--- src/design/rtbm_pkg.sv ---
package rtbm_pkg;

	localparam int TABLE_DEPTH = 16;
	localparam int PORTS       = 8;

	localparam int KEY_W   = 32;
	localparam int IFACE_W = 3;
	localparam int MODE_W  = 2;
	localparam int STAT_W  = 2;
	localparam int IDX_W   = $clog2(TABLE_DEPTH);
	localparam int PC_W    = $clog2(PORTS + 1);
	localparam int ENTRY_W = KEY_W + IFACE_W;

	localparam logic [MODE_W-1:0] MODE_LOOKUP    = 2'd0;
	localparam logic [MODE_W-1:0] MODE_ADD_ROUTE = 2'd1;
	localparam logic [MODE_W-1:0] MODE_REBIND    = 2'd2;
	localparam logic [MODE_W-1:0] MODE_ADD_IFACE = 2'd3;

	localparam logic [STAT_W-1:0] ST_OK            = 2'd0;
	localparam logic [STAT_W-1:0] ST_UNDELIVERABLE = 2'd1;
	localparam logic [STAT_W-1:0] ST_TABLE_FULL    = 2'd2;
	localparam logic [STAT_W-1:0] ST_NO_PORT       = 2'd3;

	typedef enum logic [1:0] {
		S_IDLE,
		S_SCAN,
		S_DRAIN,
		S_FINISH
	} state_t;

	typedef struct packed {
		logic load;
		logic rd;
		logic finish;
	} cmd_t;

	typedef struct packed {
		logic last;
	} stat_t;

endpackage

--- src/design/rtbm_ram.sv ---
module rtbm_ram #(
	parameter int WIDTH = 8,
	parameter int DEPTH = 16
) (
	input  logic                     clk,
	input  logic                     we,
	input  logic [$clog2(DEPTH)-1:0] waddr,
	input  logic [WIDTH-1:0]         wdata,
	input  logic [$clog2(DEPTH)-1:0] raddr,
	output logic [WIDTH-1:0]         rdata
);

	logic [WIDTH-1:0] mem_q [DEPTH];

	always_ff @(posedge clk) begin
		if (we) begin
			mem_q[waddr] <= wdata;
		end
		rdata <= mem_q[raddr];
	end

endmodule

--- src/design/rtbm_ctrl.sv ---
module rtbm_ctrl (
	input  logic          clk,
	input  logic          arst_n,
	input  logic          start,
	input  rtbm_pkg::stat_t stat,
	output rtbm_pkg::cmd_t  cmd,
	output logic          busy
);

	rtbm_pkg::state_t state_q, state_d;

	always_ff @(posedge clk or negedge arst_n) begin
		if (!arst_n) begin
			state_q <= rtbm_pkg::S_IDLE;
		end else begin
			state_q <= state_d;
		end
	end

	always_comb begin
		state_d    = state_q;
		cmd.load   = 1'b0;
		cmd.rd     = 1'b0;
		cmd.finish = 1'b0;
		busy       = 1'b1;
		case (state_q)
			rtbm_pkg::S_IDLE: begin
				busy = 1'b0;
				if (start) begin
					cmd.load = 1'b1;
					state_d  = rtbm_pkg::S_SCAN;
				end
			end
			rtbm_pkg::S_SCAN: begin
				cmd.rd = 1'b1;
				if (stat.last) begin
					state_d = rtbm_pkg::S_DRAIN;
				end
			end
			// last entry's read data is evaluated here
			rtbm_pkg::S_DRAIN: begin
				state_d = rtbm_pkg::S_FINISH;
			end
			rtbm_pkg::S_FINISH: begin
				cmd.finish = 1'b1;
				state_d    = rtbm_pkg::S_IDLE;
			end
			default: begin
				state_d = rtbm_pkg::S_IDLE;
			end
		endcase
	end

endmodule

--- src/design/rtbm_dp.sv ---
module rtbm_dp (
	input  logic                          clk,
	input  logic                          arst_n,
	input  rtbm_pkg::cmd_t                cmd,
	output rtbm_pkg::stat_t               stat,
	input  logic [rtbm_pkg::MODE_W-1:0]   mode,
	input  logic [rtbm_pkg::KEY_W-1:0]    address,
	input  logic [rtbm_pkg::IFACE_W-1:0]  iface,
	output logic                          done,
	output logic [rtbm_pkg::STAT_W-1:0]   status,
	output logic [rtbm_pkg::IFACE_W-1:0]  out_iface,
	output logic [rtbm_pkg::KEY_W-1:0]    matched_key
);

	localparam int IDX_W   = rtbm_pkg::IDX_W;
	localparam int KEY_W   = rtbm_pkg::KEY_W;
	localparam int IFACE_W = rtbm_pkg::IFACE_W;
	localparam int PC_W    = rtbm_pkg::PC_W;

	// latched item
	logic [rtbm_pkg::MODE_W-1:0] mode_q;
	logic [KEY_W-1:0]            addr_q;
	logic [IFACE_W-1:0]          iface_q;

	logic [IDX_W-1:0] cnt_q;
	logic [IDX_W-1:0] idx_s1;
	logic             ev_s1;

	logic [rtbm_pkg::TABLE_DEPTH-1:0] valid_q;
	logic [PC_W-1:0]                  pc_q;

	logic               found_q;
	logic [KEY_W-1:0]   best_score_q;
	logic [KEY_W-1:0]   best_key_q;
	logic [IFACE_W-1:0] best_port_q;
	logic               match_q;
	logic [IDX_W-1:0]   match_idx_q;
	logic               free_q;
	logic [IDX_W-1:0]   free_idx_q;

	logic [rtbm_pkg::ENTRY_W-1:0] rdata;
	logic [KEY_W-1:0]             key_rd;
	logic [IFACE_W-1:0]           port_rd;
	logic                         vld_rd;
	logic                         drop;
	logic                         eff;
	logic                         eligible;
	logic [KEY_W-1:0]             score;
	logic                         better;

	logic                         fin_wr;
	logic                         fin_new;
	logic                         fin_pc_inc;
	logic [IDX_W-1:0]             fin_addr;
	logic [rtbm_pkg::STAT_W-1:0]  fin_status;
	logic [IFACE_W-1:0]           fin_iface;
	logic [KEY_W-1:0]             fin_key;
	logic [IFACE_W-1:0]           wr_port;
	logic                         pc_full;

	rtbm_ram #(
		.WIDTH(rtbm_pkg::ENTRY_W),
		.DEPTH(rtbm_pkg::TABLE_DEPTH)
	) u_ram (
		.clk  (clk),
		.we   (cmd.finish && fin_wr),
		.waddr(fin_addr),
		.wdata({wr_port, addr_q}),
		.raddr(cnt_q),
		.rdata(rdata)
	);

	assign stat.last = (cnt_q == IDX_W'(rtbm_pkg::TABLE_DEPTH - 1));

	assign key_rd   = rdata[KEY_W-1:0];
	assign port_rd  = rdata[rtbm_pkg::ENTRY_W-1:KEY_W];
	assign vld_rd   = valid_q[idx_s1];
	assign drop     = (mode_q == rtbm_pkg::MODE_REBIND) && (port_rd == iface_q);
	assign eff      = vld_rd && !drop;
	assign eligible = vld_rd && (port_rd != iface_q);
	assign score    = addr_q & key_rd;
	assign better   = !found_q || (score > best_score_q) ||
		((score == best_score_q) && (key_rd < best_key_q));

	assign pc_full = (pc_q >= PC_W'(rtbm_pkg::PORTS));
	assign wr_port = (mode_q == rtbm_pkg::MODE_ADD_IFACE) ? IFACE_W'(pc_q) : iface_q;

	always_comb begin
		fin_wr     = 1'b0;
		fin_new    = 1'b0;
		fin_pc_inc = 1'b0;
		fin_addr   = match_q ? match_idx_q : free_idx_q;
		fin_status = rtbm_pkg::ST_OK;
		fin_iface  = '0;
		fin_key    = '0;
		case (mode_q)
			rtbm_pkg::MODE_LOOKUP: begin
				if (found_q) begin
					fin_iface = best_port_q;
					fin_key   = best_key_q;
				end else begin
					fin_status = rtbm_pkg::ST_UNDELIVERABLE;
				end
			end
			rtbm_pkg::MODE_ADD_IFACE: begin
				if (pc_full) begin
					fin_status = rtbm_pkg::ST_NO_PORT;
				end else if (!match_q && !free_q) begin
					fin_status = rtbm_pkg::ST_TABLE_FULL;
				end else begin
					fin_wr     = 1'b1;
					fin_new    = !match_q;
					fin_pc_inc = 1'b1;
					fin_iface  = IFACE_W'(pc_q);
				end
			end
			default: begin
				if (!match_q && !free_q) begin
					fin_status = rtbm_pkg::ST_TABLE_FULL;
				end else begin
					fin_wr  = 1'b1;
					fin_new = !match_q;
				end
			end
		endcase
	end

	always_ff @(posedge clk) begin
		if (cmd.load) begin
			mode_q  <= mode;
			addr_q  <= address;
			iface_q <= iface;
		end
		idx_s1 <= cnt_q;
		if (ev_s1) begin
			if (mode_q == rtbm_pkg::MODE_LOOKUP) begin
				if (eligible && better) begin
					best_score_q <= score;
					best_key_q   <= key_rd;
					best_port_q  <= port_rd;
				end
			end else begin
				if (eff && (key_rd == addr_q) && !match_q) begin
					match_idx_q <= idx_s1;
				end
				if (!eff && !free_q) begin
					free_idx_q <= idx_s1;
				end
			end
		end
		if (cmd.finish) begin
			status      <= fin_status;
			out_iface   <= fin_iface;
			matched_key <= fin_key;
		end
	end

	always_ff @(posedge clk or negedge arst_n) begin
		if (!arst_n) begin
			cnt_q   <= '0;
			ev_s1   <= 1'b0;
			valid_q <= '0;
			pc_q    <= '0;
			found_q <= 1'b0;
			match_q <= 1'b0;
			free_q  <= 1'b0;
			done    <= 1'b0;
		end else begin
			ev_s1 <= cmd.rd;
			done  <= cmd.finish;
			if (cmd.load) begin
				cnt_q   <= '0;
				found_q <= 1'b0;
				match_q <= 1'b0;
				free_q  <= 1'b0;
			end else if (cmd.rd) begin
				cnt_q <= cnt_q + 1'b1;
			end
			if (ev_s1) begin
				if (mode_q == rtbm_pkg::MODE_LOOKUP) begin
					if (eligible && better) begin
						found_q <= 1'b1;
					end
				end else begin
					if (eff && (key_rd == addr_q)) begin
						match_q <= 1'b1;
					end
					if (!eff) begin
						free_q <= 1'b1;
					end
				end
				// drop the old routes of a rebound interface
				if (vld_rd && drop) begin
					valid_q[idx_s1] <= 1'b0;
				end
			end
			if (cmd.finish) begin
				if (fin_wr && fin_new) begin
					valid_q[fin_addr] <= 1'b1;
				end
				if (fin_pc_inc) begin
					pc_q <= pc_q + 1'b1;
				end
			end
		end
	end

endmodule

--- src/design/route_table_best_match_top.sv ---
// Route table with best-match lookup.
// Input channel: an item (mode, address, iface) is taken at a rising edge
// where start is high and busy is low. Modes: lookup, add route, rebind
// an interface to a new address, add an interface.
// Result channel: done is high for exactly one cycle with status,
// out_iface and matched_key valid in that cycle. One result per item.
// Timing: every item walks the whole table one entry per cycle through the
// single read port of the entry memory; a drain state and a finish state
// follow the scan, and the finish state writes the table and registers the
// result. done follows in the next cycle, in which busy is already low and
// a new item may start. A new item is taken only once the previous one is
// finished and the block is back in idle.
// Reset (arst_n low) clears all route valid bits and the interface count,
// so the table starts empty; no clearing pass is needed.
// The receiver cannot stall: results are not held, done is a strobe.
module route_table_best_match_top (
	input  logic                         clk,
	input  logic                         arst_n,
	input  logic                         start,
	output logic                         busy,
	input  logic [rtbm_pkg::MODE_W-1:0]  mode,
	input  logic [rtbm_pkg::KEY_W-1:0]   address,
	input  logic [rtbm_pkg::IFACE_W-1:0] iface,
	output logic                         done,
	output logic [rtbm_pkg::STAT_W-1:0]  status,
	output logic [rtbm_pkg::IFACE_W-1:0] out_iface,
	output logic [rtbm_pkg::KEY_W-1:0]   matched_key
);

	rtbm_pkg::cmd_t  cmd;
	rtbm_pkg::stat_t stat;

	rtbm_ctrl u_ctrl (
		.clk   (clk),
		.arst_n(arst_n),
		.start (start),
		.stat  (stat),
		.cmd   (cmd),
		.busy  (busy)
	);

	rtbm_dp u_dp (
		.clk        (clk),
		.arst_n     (arst_n),
		.cmd        (cmd),
		.stat       (stat),
		.mode       (mode),
		.address    (address),
		.iface      (iface),
		.done       (done),
		.status     (status),
		.out_iface  (out_iface),
		.matched_key(matched_key)
	);

endmodule

--- config.mk ---
export PLATFORM = sky130hd
export DESIGN_NAME = route_table_best_match_top
export DESIGN_NICKNAME = d
export VERILOG_FILES = /design/src/design/rtbm_pkg.sv /design/src/design/rtbm_ram.sv /design/src/design/rtbm_ctrl.sv /design/src/design/rtbm_dp.sv /design/src/design/route_table_best_match_top.sv
export SDC_FILE = /design/constraint.sdc
export NUM_CORES = 1
export LEC_CHECK = 0
export BUFFER_PORTS_ARGS = -buffer_cell sky130_fd_sc_hd__buf_2
export CORE_MARGIN = 5
export CORE_UTILIZATION = 60
export DETAILED_ROUTE_END_ITERATION = 10
export GPL_ROUTABILITY_DRIVEN = 0
export PLACE_DENSITY_LB_ADDON = 0.15
export REMOVE_ABC_BUFFERS = 1
export SLEW_MARGIN = 0
export SYNTH_ARGS = -nofsm -noshare
export SYNTH_HDL_FRONTEND = slang
export SYNTH_SLANG_ARGS = --single-unit
--- constraint.sdc ---
create_clock -name clk -period 12.1 [get_ports clk]
set_clock_uncertainty 0.05 [all_clocks]
set_input_delay 2.42 -clock clk [delete_from_list [all_inputs] [get_ports clk]]
set_output_delay 2.42 -clock clk [all_outputs]
set_load 0.01 [all_outputs]
# After elaboration in Yosys (flattened, before gate mapping)
# Memories as Yosys holds them, arrays and structs flattened. A register that Yosys moved wholly into a read port is not among the register bits.
# Index checks and enable logic that the tools add are counted.
# word_totals
reg_bits	184
ramBits	560
word_cells	129
input_bits	40
mem_count	1
output_inout_bits	39
# mem_list
name	words	width	rd	rd_ports_with_merged_regs	wr	line_no	source
u_dp.u_ram.mem_q	16	35	1	1	1	rtbm_ram.sv:13	logic [WIDTH-1:0] mem_q [DEPTH];
# classes
order_cmp	7
n_addsub	2
n_bitwise	5
n_eq_ne	12
reduce_logical	30
mux	51
# ops
operator	count
$eq 32x32->1	2
$mux 16	4
$and 32x32->32	1
$gt 32x32->1	1
$lt 32x32->1	1
$mux 1	28
$and 16x16->16	1
$not 16->16	1
$or 16x16->16	1
$logic_and 1x1->1	14
$mux 3	4
$mux 4	3
$lt 4x5->1 const B	2
$reduce_and 3->1	3
$add 4x1->4 const B	2
$demux 1 s4	2
$eq 2x2->1 const B	4
$ge 4x1->1 const B	2
$mux 2	4
$pmux 2 s4	1
$pmux 3 s2	1
$reduce_and 2->1	3
$logic_not 1->1	5
$bmux 1 s4	1
12 further kinds	16

# Depth between registers and ports, before layout
# logic_depth
depth_word	11
depth_mapped	9
mapped_depth_nobuf	9

# Modules after synthesis
# Synthesis repeated with hierarchy kept, for this count alone.
# hier_totals
cells_unflattened	1568
hier_area_um2	30822.1
# by_module_without_submodules
mod	n_inst	seq_area_each_um2	area_per_inst_um2	cells_per_inst
rtbm_ram	1	17516.8	22052.4	914
rtbm_dp	1	5280.1	8598.2	638
rtbm_ctrl	1	50.0	171.4	16

# Worst setup path before layout
# OpenSTA, ideal clock, no wires.
# synth_timing
path_type	flip-flop to flip-flop
startpoint	register u_dp.addr_q[5]
endpoint	register u_dp.best_key_q[0], enable pin
t_arrival_ns	5.734
setup_time_ns	0.515
path_slack_ns	5.802
synth_period_minus_slack_ns	6.298
t_required_ns	11.535
stages_incl_launch_ff	9
path_buffers	0
cell_sequence	edfxtp_1 ha_1 ha_1 nand3_1 or4_4 nor4_4 o211ai_1 o41a_1 a21oi_1
# synth_between
elab_chain_cells	6
elab_cells_between_ends	8
cone_classes	1 x order compare; 1 x eq/ne; 1 x bitwise; 5 x reduce/logical
# synth_rtl
item	line_no	source
start: declaration	rtbm_dp.sv:22	logic [KEY_W-1:0] addr_q;
start signal: assignment	rtbm_dp.sv:131	addr_q <= address;
$and 32x32->32 *	rtbm_dp.sv:81	assign score = addr_q & key_rd;
via u_dp.score[5]	rtbm_dp.sv:48	logic [KEY_W-1:0] score;
$gt 32x32->1 or $eq 32x32->1 (tied branches)	rtbm_dp.sv:82, rtbm_dp.sv:83	
$logic_or 1x1->1 or $logic_and 1x1->1 (tied branches)	rtbm_dp.sv:82, rtbm_dp.sv:83	
$logic_or 1x1->1 *	rtbm_dp.sv:82	assign better = !found_q || (score > best_score_q) ||
$logic_and 1x1->1 *	rtbm_dp.sv:137	if (eligible && better) begin
$reduce_and 3->1 (no line) *	n/a	
end signal: assignment	rtbm_dp.sv:139	best_key_q <= key_rd;
end: declaration	rtbm_dp.sv:34	logic [KEY_W-1:0] best_key_q;
# Mark *: on every way through the listed nets, which the timed path passes. The rest lies on a longest branch.
# A chain may end at the register's enable or synchronous reset.

# Worst setup path after layout
# layout_timing
startpoint	register u_dp.addr_q[5]
endpoint	register u_dp.best_key_q[20], enable pin
# Same word-level chain as after synthesis.

==> run metrics <==
hold path start u_dp.u_ram.rdata[5]; Post-CTS Setup Inserts 0; synthesized area 30500 um^2; Post-Route WL 67.9 mm; vias post-DR 15.0k; Crit Reg-Reg Endpoint u_dp.best_key_q[20]; Synth async-reset ratio 3.98%; Pins Over Slew Limit 0; Clock Pin Slew Worst Setup and Hold Paths 0.06 ns; CTS tree yes; Die Height 235 um; DP HPWL 36.4 mm; number of flops mapped to enable cells by yosys 709; Initial Util 60.7%; synth cell count leaders edfxtp_1 (709), mux4_2 (179), ha_1 (106), inv_1 (77), nor2_1 (42); min-delay worst type register to register; r2r startpoint u_dp.addr_q[5]; final hold violation count 0; clk_lat worst skew 0.62 ns; DRC Markers 0; CTS resizes 0; area grow syn2layout 13.2%; reg2reg path depth 9; reg-to-reg slack, setup 7.76 ns; Gate power share 19.8%; CP arrival 4.54 ns; critical path capture point type register; CP peak stage delay 0.60 ns; DIE WIDTH 235 um; Syn Inst Count 1491; drt first-iter violations 1808; CP Launch Type register; internal cell power 5520 uW; Clock Tree Root clkbuf_16; status completed; ratio of cells with drive above 1 in the final layout 25.9%; Avg WL per Cell 28.8 um; delay-heaviest family, CP compound AO/OA/AOI/OAI gates; top-area cell type share of the netlist area 69.9%; syn_area_per_cell 20.4 um^2; slowest CP cell edfxtp_1; sequential area share after synthesis 75.0%; cell mode on critical path ha_1; TritonRoute pass-1 iters 6; Cell Rows 82; largest net degree at the start of global routing 104; count of cell types in the netlist 65; drt via density 6.35; sw frac 27.0%; Period minus WS final 4.34 ns; CTS Buf Count 77; post-cts hold buffer count 0; buffer depth of the longest clock path 3; Total GRT Usage 24.6%; kind of critical path register to register; fill count 3080; Buffers & Inverters on Critical Path 1; Critical Path RT 12.30 ns; LEAKAGE 0.0118 uW; hold path endpoint u_dp.best_key_q[5]; core area 50200 um^2; top-count cell post-synth edfxtp_1; Synth Warn # 0; grt ovf 0; Synth area leaders edfxtp_1 (70%), mux4_2 (13%), ha_1 (4.4%); clock share of power 32.9%; Tot Pwr 7560 uW; Seq cells post-synth 779; number of H-tree levels 3; crit path max fanout 32; WHS Path Cells 0; Worst slew margin 11.3%; via count of the first global-routing pass 15.2k; ratio of total power to cell area 219 nW/um^2; VDD IR max 128 uV; remaining antenna violation count after routing 0; Reg power frac 47.3%; setup violators final 0; I/O pin cnt 79; die area 55400 um^2; Max Fclk 0.230 GHz; Ant. Diodes 0; number of clock sinks 779; crit path launch u_dp.addr_q[5]; net switching power 2040 uW; worst slew pin tran 1.32 ns; TNS Setup 0 ns; first-pass GRT wire length 100 mm; fin nets 1767; antenna violations before repair 0; period utilization 35.9%; largest area contributor in the netlist edfxtp_1; MaxCap Viol Count 0; I/O Buffers 78; worst-path cell chain ha_1, ha_1, nand3_1, or4_4, nor4_4, o211ai_1, o41a_1, a21oi_4, buf_4; top_reg_cell synth edfxtp_1; unrepaired setup endpoints after global routing false
cell usage in the layout, fill, tap and decap left out, types with 26 or more instances in the layout:
cell type / instances
and3_1: 32
buf_2: 78
buf_4: 27
clkbuf_16: 81
dfrtp_1: 27
dfxtp_1: 39
edfxtp_1: 709
ha_1: 105
inv_1: 76
mux4_2: 179
nand2_1: 38
nor2_1: 26
worst max-delay path by stage:
stage	end	slack, ns	depth (start not counted)
3_3_place_gp	u_dp.best_key_q[18]	7.83	9
2_1_floorplan	u_dp.u_ram.rdata[0]	5.35	2
6_report	u_dp.best_key_q[20]	7.76	9
5_1_grt	u_dp.best_key_q[19]	7.54	9
3_5_place_dp	u_dp.best_key_q[21]	7.76	9
4_1_cts	u_dp.best_key_q[21]	7.73	9
state kept, by name, summed over array words and instances, names as in the netlist, 4 cells and up:
name,count
u_dp.addr_q,32
u_dp.best_key_q,32
u_dp.best_score_q,32
u_dp.cnt_q,4
u_dp.free_idx_q,4
u_dp.idx_s1,4
u_dp.match_idx_q,4
u_dp.matched_key,32
u_dp.pc_q,4
u_dp.u_ram.mem_q,560
u_dp.u_ram.rdata,35
u_dp.valid_q,16
area by class of cell:
type                    count  area [um^2]  share of cell area [%]
repair buffers            106          613                    1.78
clock buffers             103         2160                    6.26
well taps                 672          841                    2.44
clock inverters            40          498                    1.44
multi-input cells         580         7250                    21.0
inverters                  77          289                   0.838
flip-flops and latches    779        22900                    66.2
power groups by stage:
stage | Combinational [uW] | Clock [uW] | Sequential, uW
global route | 1620 | 2640 | 3610
floorplan | 1060 | 0 | 3660
global placement | 1480 | 0 | 3610
detailed placement | 1500 | 0 | 3630
CTS | 1510 | 2530 | 3580
finish | 1500 | 2490 | 3580
layer usage:
| layer | vias to the layer above | global-route usage [%] | part of all wire (%) |
|---|---|---|---|
| met5 | - | 0 | 0 |
| met4 | 0 | 7.02 | 2.2 |
| met3 | 96 | 4.33 | 7.7 |
| met2 | 616 | 37.9 | 47 |
| met1 | 7919 | 37.4 | 43 |
| li1 | 6345 | - | - |
worst register-to-register path: cells and delay by family (launching register included):
family / cells / cell delay, ns
buffers and inverters: 1 / 0.51
AND/OR/NAND/NOR: 3 / 0.98
AO/OA/AOI/OAI: 3 / 1.20
flip-flops: 1 / 0.60
adder cells (fa/ha/maj): 2 / 0.63
metrics by stage:
step	utilization [%]	setup WS, ns	cell area (um^2)	std cells	hold slack (ns)
after floorplan	-	5.35	30200	1436	0.378
after global routing	68.8	7.54	34500	2357	0.438
after detailed placement	63.5	7.76	31800	2214	0.406
final	68.8	7.76	34500	2357	0.420
after CTS	68.8	7.73	34500	2357	0.419
after global placement	63.5	7.83	31800	2214	0.400
logic make-up (layout without fill, tap and decap cells):
| group | count (synthesis) | after routing | share of synthesized area, % |
|---|---|---|---|
| AOI/OAI and AO/OA | 105 | 105 | 2.30 |
| muxes | 184 | 184 | 13.4 |
| adders and majority gates | 106 | 106 | 4.35 |
| xor gates and xnor gates | 8 | 8 | 0.230 |
| and+or+nand+nor | 177 | 177 | 3.05 |
| DFF | 779 | 779 | 75.0 |
| buffers and inverters | 132 | 326 | 1.68 |
(Power assumes the default switching activity.)
